<file path="src/design/assert_macros.svh">
// ----------------------------------------------------------------------------
// assert_macros.svh
// Shared concurrent assertion macros.
// ----------------------------------------------------------------------------
`ifndef ASSERT_MACROS_SVH
`define ASSERT_MACROS_SVH

// Checked only while out of reset.
`define ASSERT_CLK(lbl, prop, msg) \
  lbl: assert property (@(posedge clk) disable iff (!rst_n) prop) else $error(msg);

// Checked at every edge, reset included.
`define ASSERT_ALWAYS(lbl, prop, msg) \
  lbl: assert property (@(posedge clk) prop) else $error(msg);

`endif

</file>
<file path="src/design/swl_pkg.sv">
// ----------------------------------------------------------------------------
// swl_pkg
// Types and constants shared by the sleep list cells and the top level.
// ----------------------------------------------------------------------------
package swl_pkg;

  localparam int LIST_DEPTH = 16;
  localparam int ID_BITS    = 8;
  localparam int CNT_W      = $clog2(LIST_DEPTH + 1);

  typedef logic [CNT_W-1:0]   cnt_t;
  typedef logic [ID_BITS-1:0] id_t;
  typedef logic [7:0]         tid_t;
  typedef logic [31:0]        wake_t;

  // request codes
  localparam logic REQ_SLEEP = 1'b0;
  localparam logic REQ_TICK  = 1'b1;

  // result kinds
  localparam logic [1:0] KIND_ACK    = 2'd0;
  localparam logic [1:0] KIND_WOKEN  = 2'd1;
  localparam logic [1:0] KIND_DECIDE = 2'd2;

  typedef struct packed {
    logic        req_type;
    logic [7:0]  thread_id;
    logic [30:0] delay;
    logic        machine_idle;
    logic        other_pending;
  } in_t;

  typedef struct packed {
    logic [1:0] result_kind;
    logic [7:0] woken_id;
    logic       accepted;
    logic       yield_now;
    logic       timer_off;
    logic       last_result;
  } out_t;

  typedef struct packed {
    logic  valid;
    id_t   id;
    wake_t wake;
  } entry_t;

  typedef enum logic [1:0] {
    CELL_HOLD,
    CELL_INSERT,
    CELL_SHIFT
  } cell_op_t;

  typedef struct packed {
    cell_op_t op;
    logic     wr_en;
    cnt_t     wr_idx;
  } cell_ctrl_t;

endpackage

</file>
<file path="src/design/swl_cell.sv">
// ----------------------------------------------------------------------------
// swl_cell
// One slot of the sleep list: holds an entry, loads new data on insert,
// takes its upper neighbor's entry on shift, or the recirculated head if it is the write slot.
// ----------------------------------------------------------------------------
module swl_cell (
  input  logic                clk,
  input  logic                rst_n,
  input  swl_pkg::cell_ctrl_t ctrl,
  input  swl_pkg::cnt_t       my_idx,
  input  swl_pkg::entry_t     up,
  input  swl_pkg::entry_t     wr_data,
  output swl_pkg::entry_t     q
);

  swl_pkg::entry_t ent_r;
  swl_pkg::entry_t ent_nxt;
  logic            hit;

  assign hit = (ctrl.wr_idx == my_idx);

  always_comb begin
    ent_nxt = ent_r;
    case (ctrl.op)
      swl_pkg::CELL_HOLD: begin
        ent_nxt = ent_r;
      end
      swl_pkg::CELL_INSERT: begin
        if (hit) begin
          ent_nxt = wr_data;
        end
      end
      swl_pkg::CELL_SHIFT: begin
        // a kept head recirculates into the current tail slot
        if (ctrl.wr_en && hit) begin
          ent_nxt = wr_data;
        end else begin
          ent_nxt = up;
        end
      end
      default: begin
        ent_nxt = ent_r;
      end
    endcase
  end

  // only the valid bit is reset; id and wake time are don't-care until loaded
  always_ff @(posedge clk) begin
    if (!rst_n) begin
      ent_r.valid <= 1'b0;
    end else begin
      ent_r <= ent_nxt;
    end
  end

  assign q = ent_r;

endmodule

</file>
<file path="src/design/sleep_wakeup_list.sv">
// ----------------------------------------------------------------------------
// sleep_wakeup_list
// Bounded sleep list of thread ids with absolute 32-bit wake times.
// ----------------------------------------------------------------------------
// A sleep request returns one acknowledge. A timer tick is first accepted,
// then the chain of cells shifts each stored entry in turn past the head cell,
// where its wake time is compared against the time counter, then the
// decision is made. Expired ids leave as woken transfers, the others
// recirculate to the tail, so order is kept. The tick ends with one decision
// transfer. A new request is taken only between ticks; a stalled result side
// holds the scan while an expired head waits to leave, and holds the decision.
module sleep_wakeup_list (
  input  logic          clk,
  input  logic          rst_n,
  input  logic          in_valid,
  output logic          in_ready,
  input  swl_pkg::in_t  in_data,
  output logic          out_valid,
  input  logic          out_ready,
  output swl_pkg::out_t out_data
);

`include "assert_macros.svh"

  typedef enum logic {S_IDLE, S_SCAN} state_t;

  state_t              state_r;
  state_t              state_nxt;
  swl_pkg::wake_t      time_r;
  swl_pkg::wake_t      time_nxt;
  swl_pkg::cnt_t       cnt_r;
  swl_pkg::cnt_t       cnt_nxt;
  swl_pkg::cnt_t       steps_r;
  swl_pkg::cnt_t       steps_nxt;
  logic                woken_r;
  logic                woken_nxt;
  logic                idle_r;
  logic                idle_nxt;
  logic                pend_r;
  logic                pend_nxt;
  logic                out_valid_r;
  logic                out_valid_nxt;
  swl_pkg::out_t       out_r;
  swl_pkg::out_t       out_nxt;

  swl_pkg::cell_ctrl_t ctrl;
  swl_pkg::entry_t     wr_data;
  swl_pkg::entry_t     q   [swl_pkg::LIST_DEPTH];
  swl_pkg::entry_t     up  [swl_pkg::LIST_DEPTH];

  logic                slot_free;
  logic                in_fire;
  logic                full;
  logic                expired;
  logic                scan_go;
  swl_pkg::wake_t      diff;

  assign slot_free = !out_valid_r || out_ready;
  assign in_ready  = (state_r == S_IDLE) && slot_free;
  assign in_fire   = in_valid && in_ready;
  assign full      = (cnt_r == swl_pkg::cnt_t'(swl_pkg::LIST_DEPTH));
  assign diff      = time_r - q[0].wake;
  assign expired   = !diff[31];
  assign scan_go   = (state_r == S_SCAN) && (steps_r != '0) && (!expired || slot_free);

  // cell control
  always_comb begin
    ctrl.op     = swl_pkg::CELL_HOLD;
    ctrl.wr_en  = 1'b0;
    ctrl.wr_idx = cnt_r;
    wr_data     = q[0];
    if (in_fire && (in_data.req_type == swl_pkg::REQ_SLEEP) && !full) begin
      ctrl.op       = swl_pkg::CELL_INSERT;
      ctrl.wr_en    = 1'b1;
      ctrl.wr_idx   = cnt_r;
      wr_data.valid = 1'b1;
      wr_data.id    = swl_pkg::id_t'(in_data.thread_id);
      wr_data.wake  = time_r + swl_pkg::wake_t'(in_data.delay);
    end else if (scan_go) begin
      ctrl.op     = swl_pkg::CELL_SHIFT;
      ctrl.wr_en  = !expired;
      ctrl.wr_idx = swl_pkg::cnt_t'(cnt_r - 1'b1);
      wr_data     = q[0];
    end
  end

  for (genvar i = 0; i < swl_pkg::LIST_DEPTH; i++) begin : g_cell
    if (i == swl_pkg::LIST_DEPTH - 1) begin : g_last
      assign up[i] = '0;
    end else begin : g_mid
      assign up[i] = q[i+1];
    end
    swl_cell u_cell (
      .clk     (clk),
      .rst_n   (rst_n),
      .ctrl    (ctrl),
      .my_idx  (swl_pkg::cnt_t'(i)),
      .up      (up[i]),
      .wr_data (wr_data),
      .q       (q[i])
    );
  end

  always_comb begin
    state_nxt     = state_r;
    time_nxt      = time_r;
    cnt_nxt       = cnt_r;
    steps_nxt     = steps_r;
    woken_nxt     = woken_r;
    idle_nxt      = idle_r;
    pend_nxt      = pend_r;
    out_valid_nxt = out_valid_r && !out_ready;
    out_nxt       = out_r;
    case (state_r)
      S_IDLE: begin
        if (in_fire) begin
          if (in_data.req_type == swl_pkg::REQ_SLEEP) begin
            out_valid_nxt       = 1'b1;
            out_nxt             = '0;
            out_nxt.result_kind = swl_pkg::KIND_ACK;
            out_nxt.accepted    = !full;
            out_nxt.last_result = 1'b1;
            if (!full) begin
              cnt_nxt = swl_pkg::cnt_t'(cnt_r + 1'b1);
            end
          end else begin
            time_nxt  = time_r + 32'd1;
            steps_nxt = cnt_r;
            woken_nxt = 1'b0;
            idle_nxt  = in_data.machine_idle;
            pend_nxt  = in_data.other_pending;
            state_nxt = S_SCAN;
          end
        end
      end
      S_SCAN: begin
        if (steps_r != '0) begin
          if (scan_go) begin
            steps_nxt = swl_pkg::cnt_t'(steps_r - 1'b1);
            if (expired) begin
              cnt_nxt             = swl_pkg::cnt_t'(cnt_r - 1'b1);
              woken_nxt           = 1'b1;
              out_valid_nxt       = 1'b1;
              out_nxt             = '0;
              out_nxt.result_kind = swl_pkg::KIND_WOKEN;
              out_nxt.woken_id    = swl_pkg::tid_t'(q[0].id);
            end
          end
        end else if (slot_free) begin
          out_valid_nxt       = 1'b1;
          out_nxt             = '0;
          out_nxt.result_kind = swl_pkg::KIND_DECIDE;
          out_nxt.last_result = 1'b1;
          if (idle_r && !woken_r && (cnt_r == '0)) begin
            out_nxt.yield_now = 1'b0;
            out_nxt.timer_off = !pend_r;
          end else begin
            out_nxt.yield_now = 1'b1;
            out_nxt.timer_off = 1'b0;
          end
          state_nxt = S_IDLE;
        end
      end
      default: begin
        state_nxt = S_IDLE;
      end
    endcase
  end

  always_ff @(posedge clk) begin
    if (!rst_n) begin
      state_r     <= S_IDLE;
      time_r      <= '0;
      cnt_r       <= '0;
      steps_r     <= '0;
      woken_r     <= 1'b0;
      idle_r      <= 1'b0;
      pend_r      <= 1'b0;
      out_valid_r <= 1'b0;
      out_r       <= '0;
    end else begin
      state_r     <= state_nxt;
      time_r      <= time_nxt;
      cnt_r       <= cnt_nxt;
      steps_r     <= steps_nxt;
      woken_r     <= woken_nxt;
      idle_r      <= idle_nxt;
      pend_r      <= pend_nxt;
      out_valid_r <= out_valid_nxt;
      out_r       <= out_nxt;
    end
  end

  assign out_valid = out_valid_r;
  assign out_data  = out_r;

  `ASSERT_ALWAYS(a_reset_quiet, !rst_n |=> !out_valid_r, "result valid after reset")
  `ASSERT_CLK(a_cnt_bound, cnt_r <= swl_pkg::cnt_t'(swl_pkg::LIST_DEPTH), "count over depth")
  `ASSERT_CLK(a_steps_bound, state_r == S_SCAN |-> steps_r <= cnt_r, "scan steps exceed count")
  `ASSERT_CLK(a_head_prefix, state_r == S_IDLE |-> q[0].valid == (cnt_r != '0), "head valid mismatch")
  `ASSERT_CLK(a_wake_drop, scan_go && expired |=> cnt_r == $past(cnt_r) - 1'b1, "woken entry kept")

endmodule

</file>
<file path="config.mk">
export PLATFORM = sky130hd
export DESIGN_NAME = sleep_wakeup_list
export DESIGN_NICKNAME = d
export VERILOG_FILES = /design/src/design/swl_pkg.sv /design/src/design/swl_cell.sv /design/src/design/sleep_wakeup_list.sv
export VERILOG_INCLUDE_DIRS = /design/src /design/src/design
export SDC_FILE = /design/constraint.sdc
export NUM_CORES = 1
export LEC_CHECK = 0
export ABC_AREA = 1
export BUFFER_PORTS_ARGS = -buffer_cell sky130_fd_sc_hd__buf_2
export CAP_MARGIN = 20
export CORE_UTILIZATION = 57
export CTS_CLUSTER_SIZE = 24
export DETAILED_ROUTE_END_ITERATION = 6
export PLACE_DENSITY = 0.81
export SYNTH_ARGS = -nofsm -noshare
export SYNTH_HDL_FRONTEND = slang
export SYNTH_SLANG_ARGS = --single-unit
</file>
<file path="constraint.sdc">
create_clock -name clk -period 4.66 [get_ports clk]
set_input_delay 0.466 -clock clk [delete_from_list [all_inputs] [get_ports clk]]
set_output_delay 0.466 -clock clk [all_outputs]
set_load 0.02 [all_outputs]
</file>
==> flow_summary.yaml, run 1 <==
layout:
  layout_common_cells: "nand2_1, nand3_1, edfxtp_1"
  area_growth_pct: 10.30
  nFillCells: 4592
  nNetsFinal: 3853
  fin_cells: 4579
  utilization: 0.6351
  antenna_cells: 0
  postLayoutCellArea_mm2: 0.03826
  drive_gt1_frac: 0.09165
  final_common_cell: "nand2_1"
power:
  power-per-cell-area_mw_per_mm2: 422.3
  finalPower_mw: 16.16
  worst_ir_drop_vdd_uv: 378.4
  power_leakage_nw: 16.07
worst_setup_path:
  worstRegToRegCells: 18
  cp-end-kind: "flip-flop"
  crit_slowest_cell: "buf_4"
  cpLargestDelayFamily: "simple AND/OR/NAND/NOR gates"
  crit_start: "g_cell[0].u_cell.q[29]"
  required_ns: 5.03
  start_kind: "flip-flop"
  r2r_end: "g_cell[11].u_cell.q[29]"
  crit_chain: "inv_1 -> ha_1 -> nand2_1 -> nor2_1 -> and2_1 -> nand2_1 -> nor2_2 -> nand2_2 -> nand2_2 -> nand2_1 -> nand3_4 -> nand2_4 -> inv_16 -> buf_4 -> nand2_1 -> buf_4 -> nand2_1 -> nand2_1"
  max_stage_delay_ns: 0.78
  crit_top_cell: "nand2_1"
  r2r_start: "g_cell[0].u_cell.q[29]"
  crit_type: "reg -> reg"
  path_buf_inv: 4
  crit_arrival_ns: 4.27
  cp_num_cells: 18
  worstPathMaxFanout: 102
  rrSetupSlack_ns: 0.76
synthesis:
  netlist_top_cells_area: "edfxtp_1, nand2_1, nand3_1"
  async_flop_share: 0
  synth_area_mm2: 0.03469
  synth_edf_count: 640
  synth-seq-area-share: 0.5892
  ys_ff_latch: 701
  synth_top_area_frac: 0.5540
  avgSynthCellArea_um2: 9.179
  synth-main-ff-cell: "edfxtp_1"
  synthDistinctLibCells: 54
  yosys_warnings: 0
  netlist_instances: 3779
  synth.largest_area_cell: "edfxtp_1"
  synth.net_count: 3891
grt:
  first_global_vias: 25090
  antenna_found_initial: 0
  grt_overflow: 0
  grt_pass1_wl_mm: 134.2
  grt_use_total: 0.2697
  grt_max_degree: 247
routing:
  detail_route.first_pass.iterations: 6
  drc: 0
  wirelength_mm: 82.88
  via_per_inst: 5.806
  avgRoutedWirePerCell_um: 18.10
  dr_total_vias: 26590
  drt_iter0_markers: 2757
  ant_nets: 0
outcome:
  status: "completed"
cts:
  htree_num_levels: 3
  path_clk_slew_ns: 0.06
  clkSinkCount: 701
  worstSkewPairLatency_ns: 0.63
  numCtsBuffers: 73
  post-cts-setup-buffers: 0
  clockBufferDepth: 3
  root_buffer: "clkbuf_16"
  postCtsHoldBufs: 0
  cts_tree: "yes"
  ctsResizeCount: 0
floorplan:
  io_pins: 62
  die-width_um: 248.7
  die_h_um: 248.7
  start_util: 0.5758
  dieArea_mm2: 0.06185
  core_mm2: 0.06025
  rows: 90
place:
  hpwlAfterDp_mm: 53.01
  place_inst: 4447
  pre_cts_slack_ns: 0.8298
  portBuffers: 61
  finalWeightedCongestion: 0.8850
  post_dp_cell_area_mm2: 0.03576
timing:
  worstMarginPinSlew_ns: 1.172
  hold_violations: 0
  worst_hold_slack_ns: 0.1489
  fmax_mhz: 256.5
  report.final.setup_viol: 0
  finClkSkew_ns: 0.02685
  final.min_clock_period_ns: 3.899
  final.setup.tns_ns: 0
  grt_setup_unrepaired: "no"
  timing.final.ws_setup_ns: 0.7607
  period_share: 0.8368
  drv_slew: 0
  max_slew_margin: 0.2189
flow_run:
  maxCapViolations: 0
hold_path:
  hold_class: "in -> reg"
  hold_end: "pend_r"
  hold_start: "in_data[0]"
  min_path_cells: 3
[logic make-up after synthesis]
logic type,count (synthesis),share of synthesized area
simple gates,2295,0.2850
buf+inv,414,0.05010
compound gates,281,0.04606
fa+ha+maj,66,0.02402
xor+xnor,22,0.005555
flops,701,0.5892
[where the power goes]
group | leakage [nW] | switching [mW] | internal (mW)
registers | 6.37 | 0.124 | 7.57
logic | 8.51 | 1.69 | 0.678
clock network | 1.20 | 2.46 | 3.63
[worst register-to-register path, cell delays in order (launching register included)]
cell      delay, ns
edfxtp_1       0.35
inv_1          0.06
ha_1           0.27
nand2_1        0.06
nor2_1         0.15
and2_1         0.22
nand2_1        0.09
nor2_2         0.13
nand2_2        0.10
nand2_2        0.07
nand2_1        0.08
nand3_4        0.16
nand2_4        0.13
inv_16         0.20
buf_4          0.78
nand2_1        0.26
buf_4          0.33
nand2_1        0.15
nand2_1        0.07
[state kept, by name (all words and copies together), names as in the netlist]
| register | cells |
|---|---|
| steps_r | 5 |
| g_cell.u_cell.q | 640 |
| time_r | 32 |
| idle_r | 1 |
| pend_r | 1 |
| state_r | 1 |
| cnt_r | 5 |
| out_valid | 1 |
| woken_r | 1 |
| out_data | 14 |
[worst max-delay path by stage]
stage / end / slack, ns
floorplan: g_cell[10].u_cell.q[0] / 0.19
global placement: g_cell[11].u_cell.q[22] / 0.88
detailed placement: g_cell[11].u_cell.q[29] / 0.83
CTS: g_cell[11].u_cell.q[29] / 0.79
global route: g_cell[11].u_cell.q[22] / 0.46
finish: g_cell[11].u_cell.q[29] / 0.76
[layer usage]
| metal | vias up | global-route usage | routed length [µm] |
|---|---|---|---|
| met3 | 148 | 0.04545 | 7649 |
| li1 | 12740 | - | - |
| met2 | 1224 | 0.4312 | 38340 |
| met5 | - | 0 | 0 |
| met1 | 12470 | 0.3802 | 34950 |
| met4 | 0 | 0.08057 | 1938 |
[Yosys cell counts (all sizes together) (23+ instances only)]
master  number
a21oi      131
dfxtp       61
o21ai       84
inv        153
edfxtp     640
a21boi      26
ha          65
nand3      687
nor3        23
nor2        84
clkbuf     155
buf        105
nand2     1462
[cell type report]
cell class,count,area (µm²),share of cell area
sequential,701,20440,0.5342
multi-input combinational,2664,12720,0.3325
inverter,154,594.3,0.01553
clock inverter,42,560.5,0.01465
tap,782,978.4,0.02557
timing repair buffer,147,1039,0.02714
clock buffer,89,1929,0.05043
Note: power is estimated with default switching activity, not from simulation.
==> inputs of run 2 (changes only) <==
==> constraint.sdc (replaced) <==
create_clock -name clk -period 3.5 [get_ports clk]
set_input_delay 0.35 -clock clk [delete_from_list [all_inputs] [get_ports clk]]
set_output_delay 0.35 -clock clk [all_outputs]
set_load 0.02 [all_outputs]
==> run 2 against run 1 <==
Effect of this change: clock skew fell by 0.0070 ns; hold slack worse by 0.11 ns; register-to-register slack worse by 0.63 ns; largest power group unchanged; core utilization grew 1.9 points; combinational power is 49% higher; global-route usage increased by 1.4 points.
==> flow_summary.yaml, run 2 (synthesized netlist as in run 1, its figures left out) <==
outcome:
  status: "completed"
routing:
  via_per_inst: 5.900
  drt_iter0_markers: 2901
  wirelength_mm: 87.85
  dr_total_vias: 27490
  avgRoutedWirePerCell_um: 18.85
  drc: 0
  detail_route.first_pass.iterations: 7
  ant_nets: 0
layout:
  final_common_cell: "nand2_1"
  antenna_cells: 0
  regArea_mm2: 0.02044
  drive_gt1_frac: 0.1114
  area_growth_pct: 13.59
  largest_reg_flops: 640
  layout_common_cells: "nand2_1, nand3_1, edfxtp_1"
  utilization: 0.6541
  nFillCells: 4384
  nNetsFinal: 3934
  multi_input_area_mm2: 0.01275
  fin_cells: 4660
floorplan:
  core_mm2: 0.06025
  dieArea_mm2: 0.06185
  rows: 90
  start_util: 0.5758
  die-width_um: 248.7
  die_h_um: 248.7
  io_pins: 62
worst_setup_path:
  crit_type: "reg -> reg"
  path_buf_inv: 3
  cpLargestDelayFamily: "simple AND/OR/NAND/NOR gates"
  max_stage_delay_ns: 0.36
  r2r_start: "g_cell[0].u_cell.q[29]"
  crit_chain: "inv_1 -> ha_1 -> nand2_1 -> nor2_1 -> and2_4 -> nand2_1 -> nor2_2 -> nand2_2 -> nand3_1 -> nand3_4 -> nand3_2 -> nand2_2 -> a21oi_4 -> buf_4 -> nand3_2 -> buf_4 -> nand3_1 -> nand2_1"
  required_ns: 3.83
  start_kind: "flip-flop"
  crit_start: "g_cell[0].u_cell.q[29]"
  worstPathMaxFanout: 10
  crit_slowest_cell: "edfxtp_1"
  cp-end-kind: "flip-flop"
  crit_arrival_ns: 3.69
  crit_top_cell: "nand2_1"
cts:
  root_buffer: "clkbuf_16"
  numCtsBuffers: 74
  htree_num_levels: 3
  worstSkewPairLatency_ns: 0.63
  path_clk_slew_ns: 0.06
  clockBufferDepth: 3
  cts_tree: "yes"
  clkSinkCount: 701
place:
  place_inst: 4518
  portBuffers: 61
  finalWeightedCongestion: 0.8989
  hpwlAfterDp_mm: 58.98
power:
  worst_ir_drop_vdd_uv: 396.0
  netSwitchingPower_mw: 5.930
  power_leakage_nw: 16.67
  sw_frac_of_total: 0.2766
  pwr-share-clk: 0.358
  power-per-cell-area_mw_per_mm2: 544.0
  power_frac_comb: 0.164
  intPower_mw: 15.51
  p_seq_frac: 0.478
timing:
  report.final.setup_viol: 0
  max_slew_margin: 0.3143
  worstMarginPinSlew_ns: 1.018
  drv_slew: 0
  final.min_clock_period_ns: 3.368
  hold_violations: 0
  period_share: 0.9622
  fmax_mhz: 296.9
  finClkSkew_ns: 0.01986
grt:
  grt_pass1_wl_mm: 140.5
  antenna_found_initial: 0
  first_global_vias: 26870
  grt_max_degree: 82
  grt_overflow: 0
  grt_use_total: 0.2836
hold_path:
  hold_start: "in_data[1]"
  hold_class: "in -> reg"
flow_run:
  maxCapViolations: 0
-- run 2: changes by cell type in the layout (fill, tap and decap cells not counted), moves of 3 or more --
cell	change
clkinv_2	+3
clkbuf_1	-3
buf_6	+4
clkinv_1	+3
buf_4	+25
buf_12	+47
bufinv_16	-7
-- run 2: per-stage QoR --
stage                     instance area (µm²)  power [mW]  worst slack, ns   TNS, ns  hold WS, ns
after detailed placement                36870       13.79           0.1487         0       0.4344
after global placement                  36870       13.59           0.2303         0       0.4338
after CTS                               39230       21.40          0.05654         0      0.01489
after global routing                    39400       22.21        -0.009473  -0.01693      0.06852
final                                   39400       21.44           0.1322         0      0.04092
after floorplan                         34750       12.62          -0.2167   -119.71       0.4300
-- run 2: cell type report --
class,count,share of cell area
sequential,701,0.5187
multi-input combinational,2664,0.3236
timing repair buffer,227,0.05798
clock buffer,86,0.04839
tap,782,0.02483
inverter,154,0.01508
clock inverter,46,0.01137
-- run 2: path summary, 6_finish.rpt --
check             cells after the start                      to  slack [ns]
setup / recovery                     18  g_cell[8].u_cell.q[29]        0.13
hold / removal                        3                  idle_r        0.04
setup reg to reg                     18  g_cell[8].u_cell.q[29]        0.13
hold reg to reg                       2             out_data[0]        0.44
-- run 2: power by group through the flow --
stage | Combinational, mW | Sequential (mW) | Clock [mW]
floorplan | 2.24 | 10.4 | 0
detailed placement | 3.38 | 10.4 | 0
CTS | 3.43 | 10.2 | 7.73
global route | 3.90 | 10.3 | 8.04
finish | 3.52 | 10.2 | 7.67
global placement | 3.20 | 10.4 | 0
-- run 2: worst min-delay path, stage by stage --
cell and delay, ns:
buf_2 0.08, o21ai_0 0.08, a21oi_1 0.11
-- run 2: routing by layer --
layer / global-route usage / part of all wire / wire (µm) / vias up
met1: 0.3615 / 0.39 / 34160 / 13070
met4: 0.1244 / 0.040 / 3512 / 0
li1: - / - / - / 12910
met3: 0.04431 / 0.082 / 7231 / 223
met2: 0.4811 / 0.49 / 42950 / 1300
met5: 0 / 0 / 0 / -
-- run 2: what timing repair did --
item	CTS	global route
gates resized for setup	0	13
hold buffers	0	0
endpoints found under the hold margin	0	0
buffers inserted	0	7
setup endpoints to repair	0	618
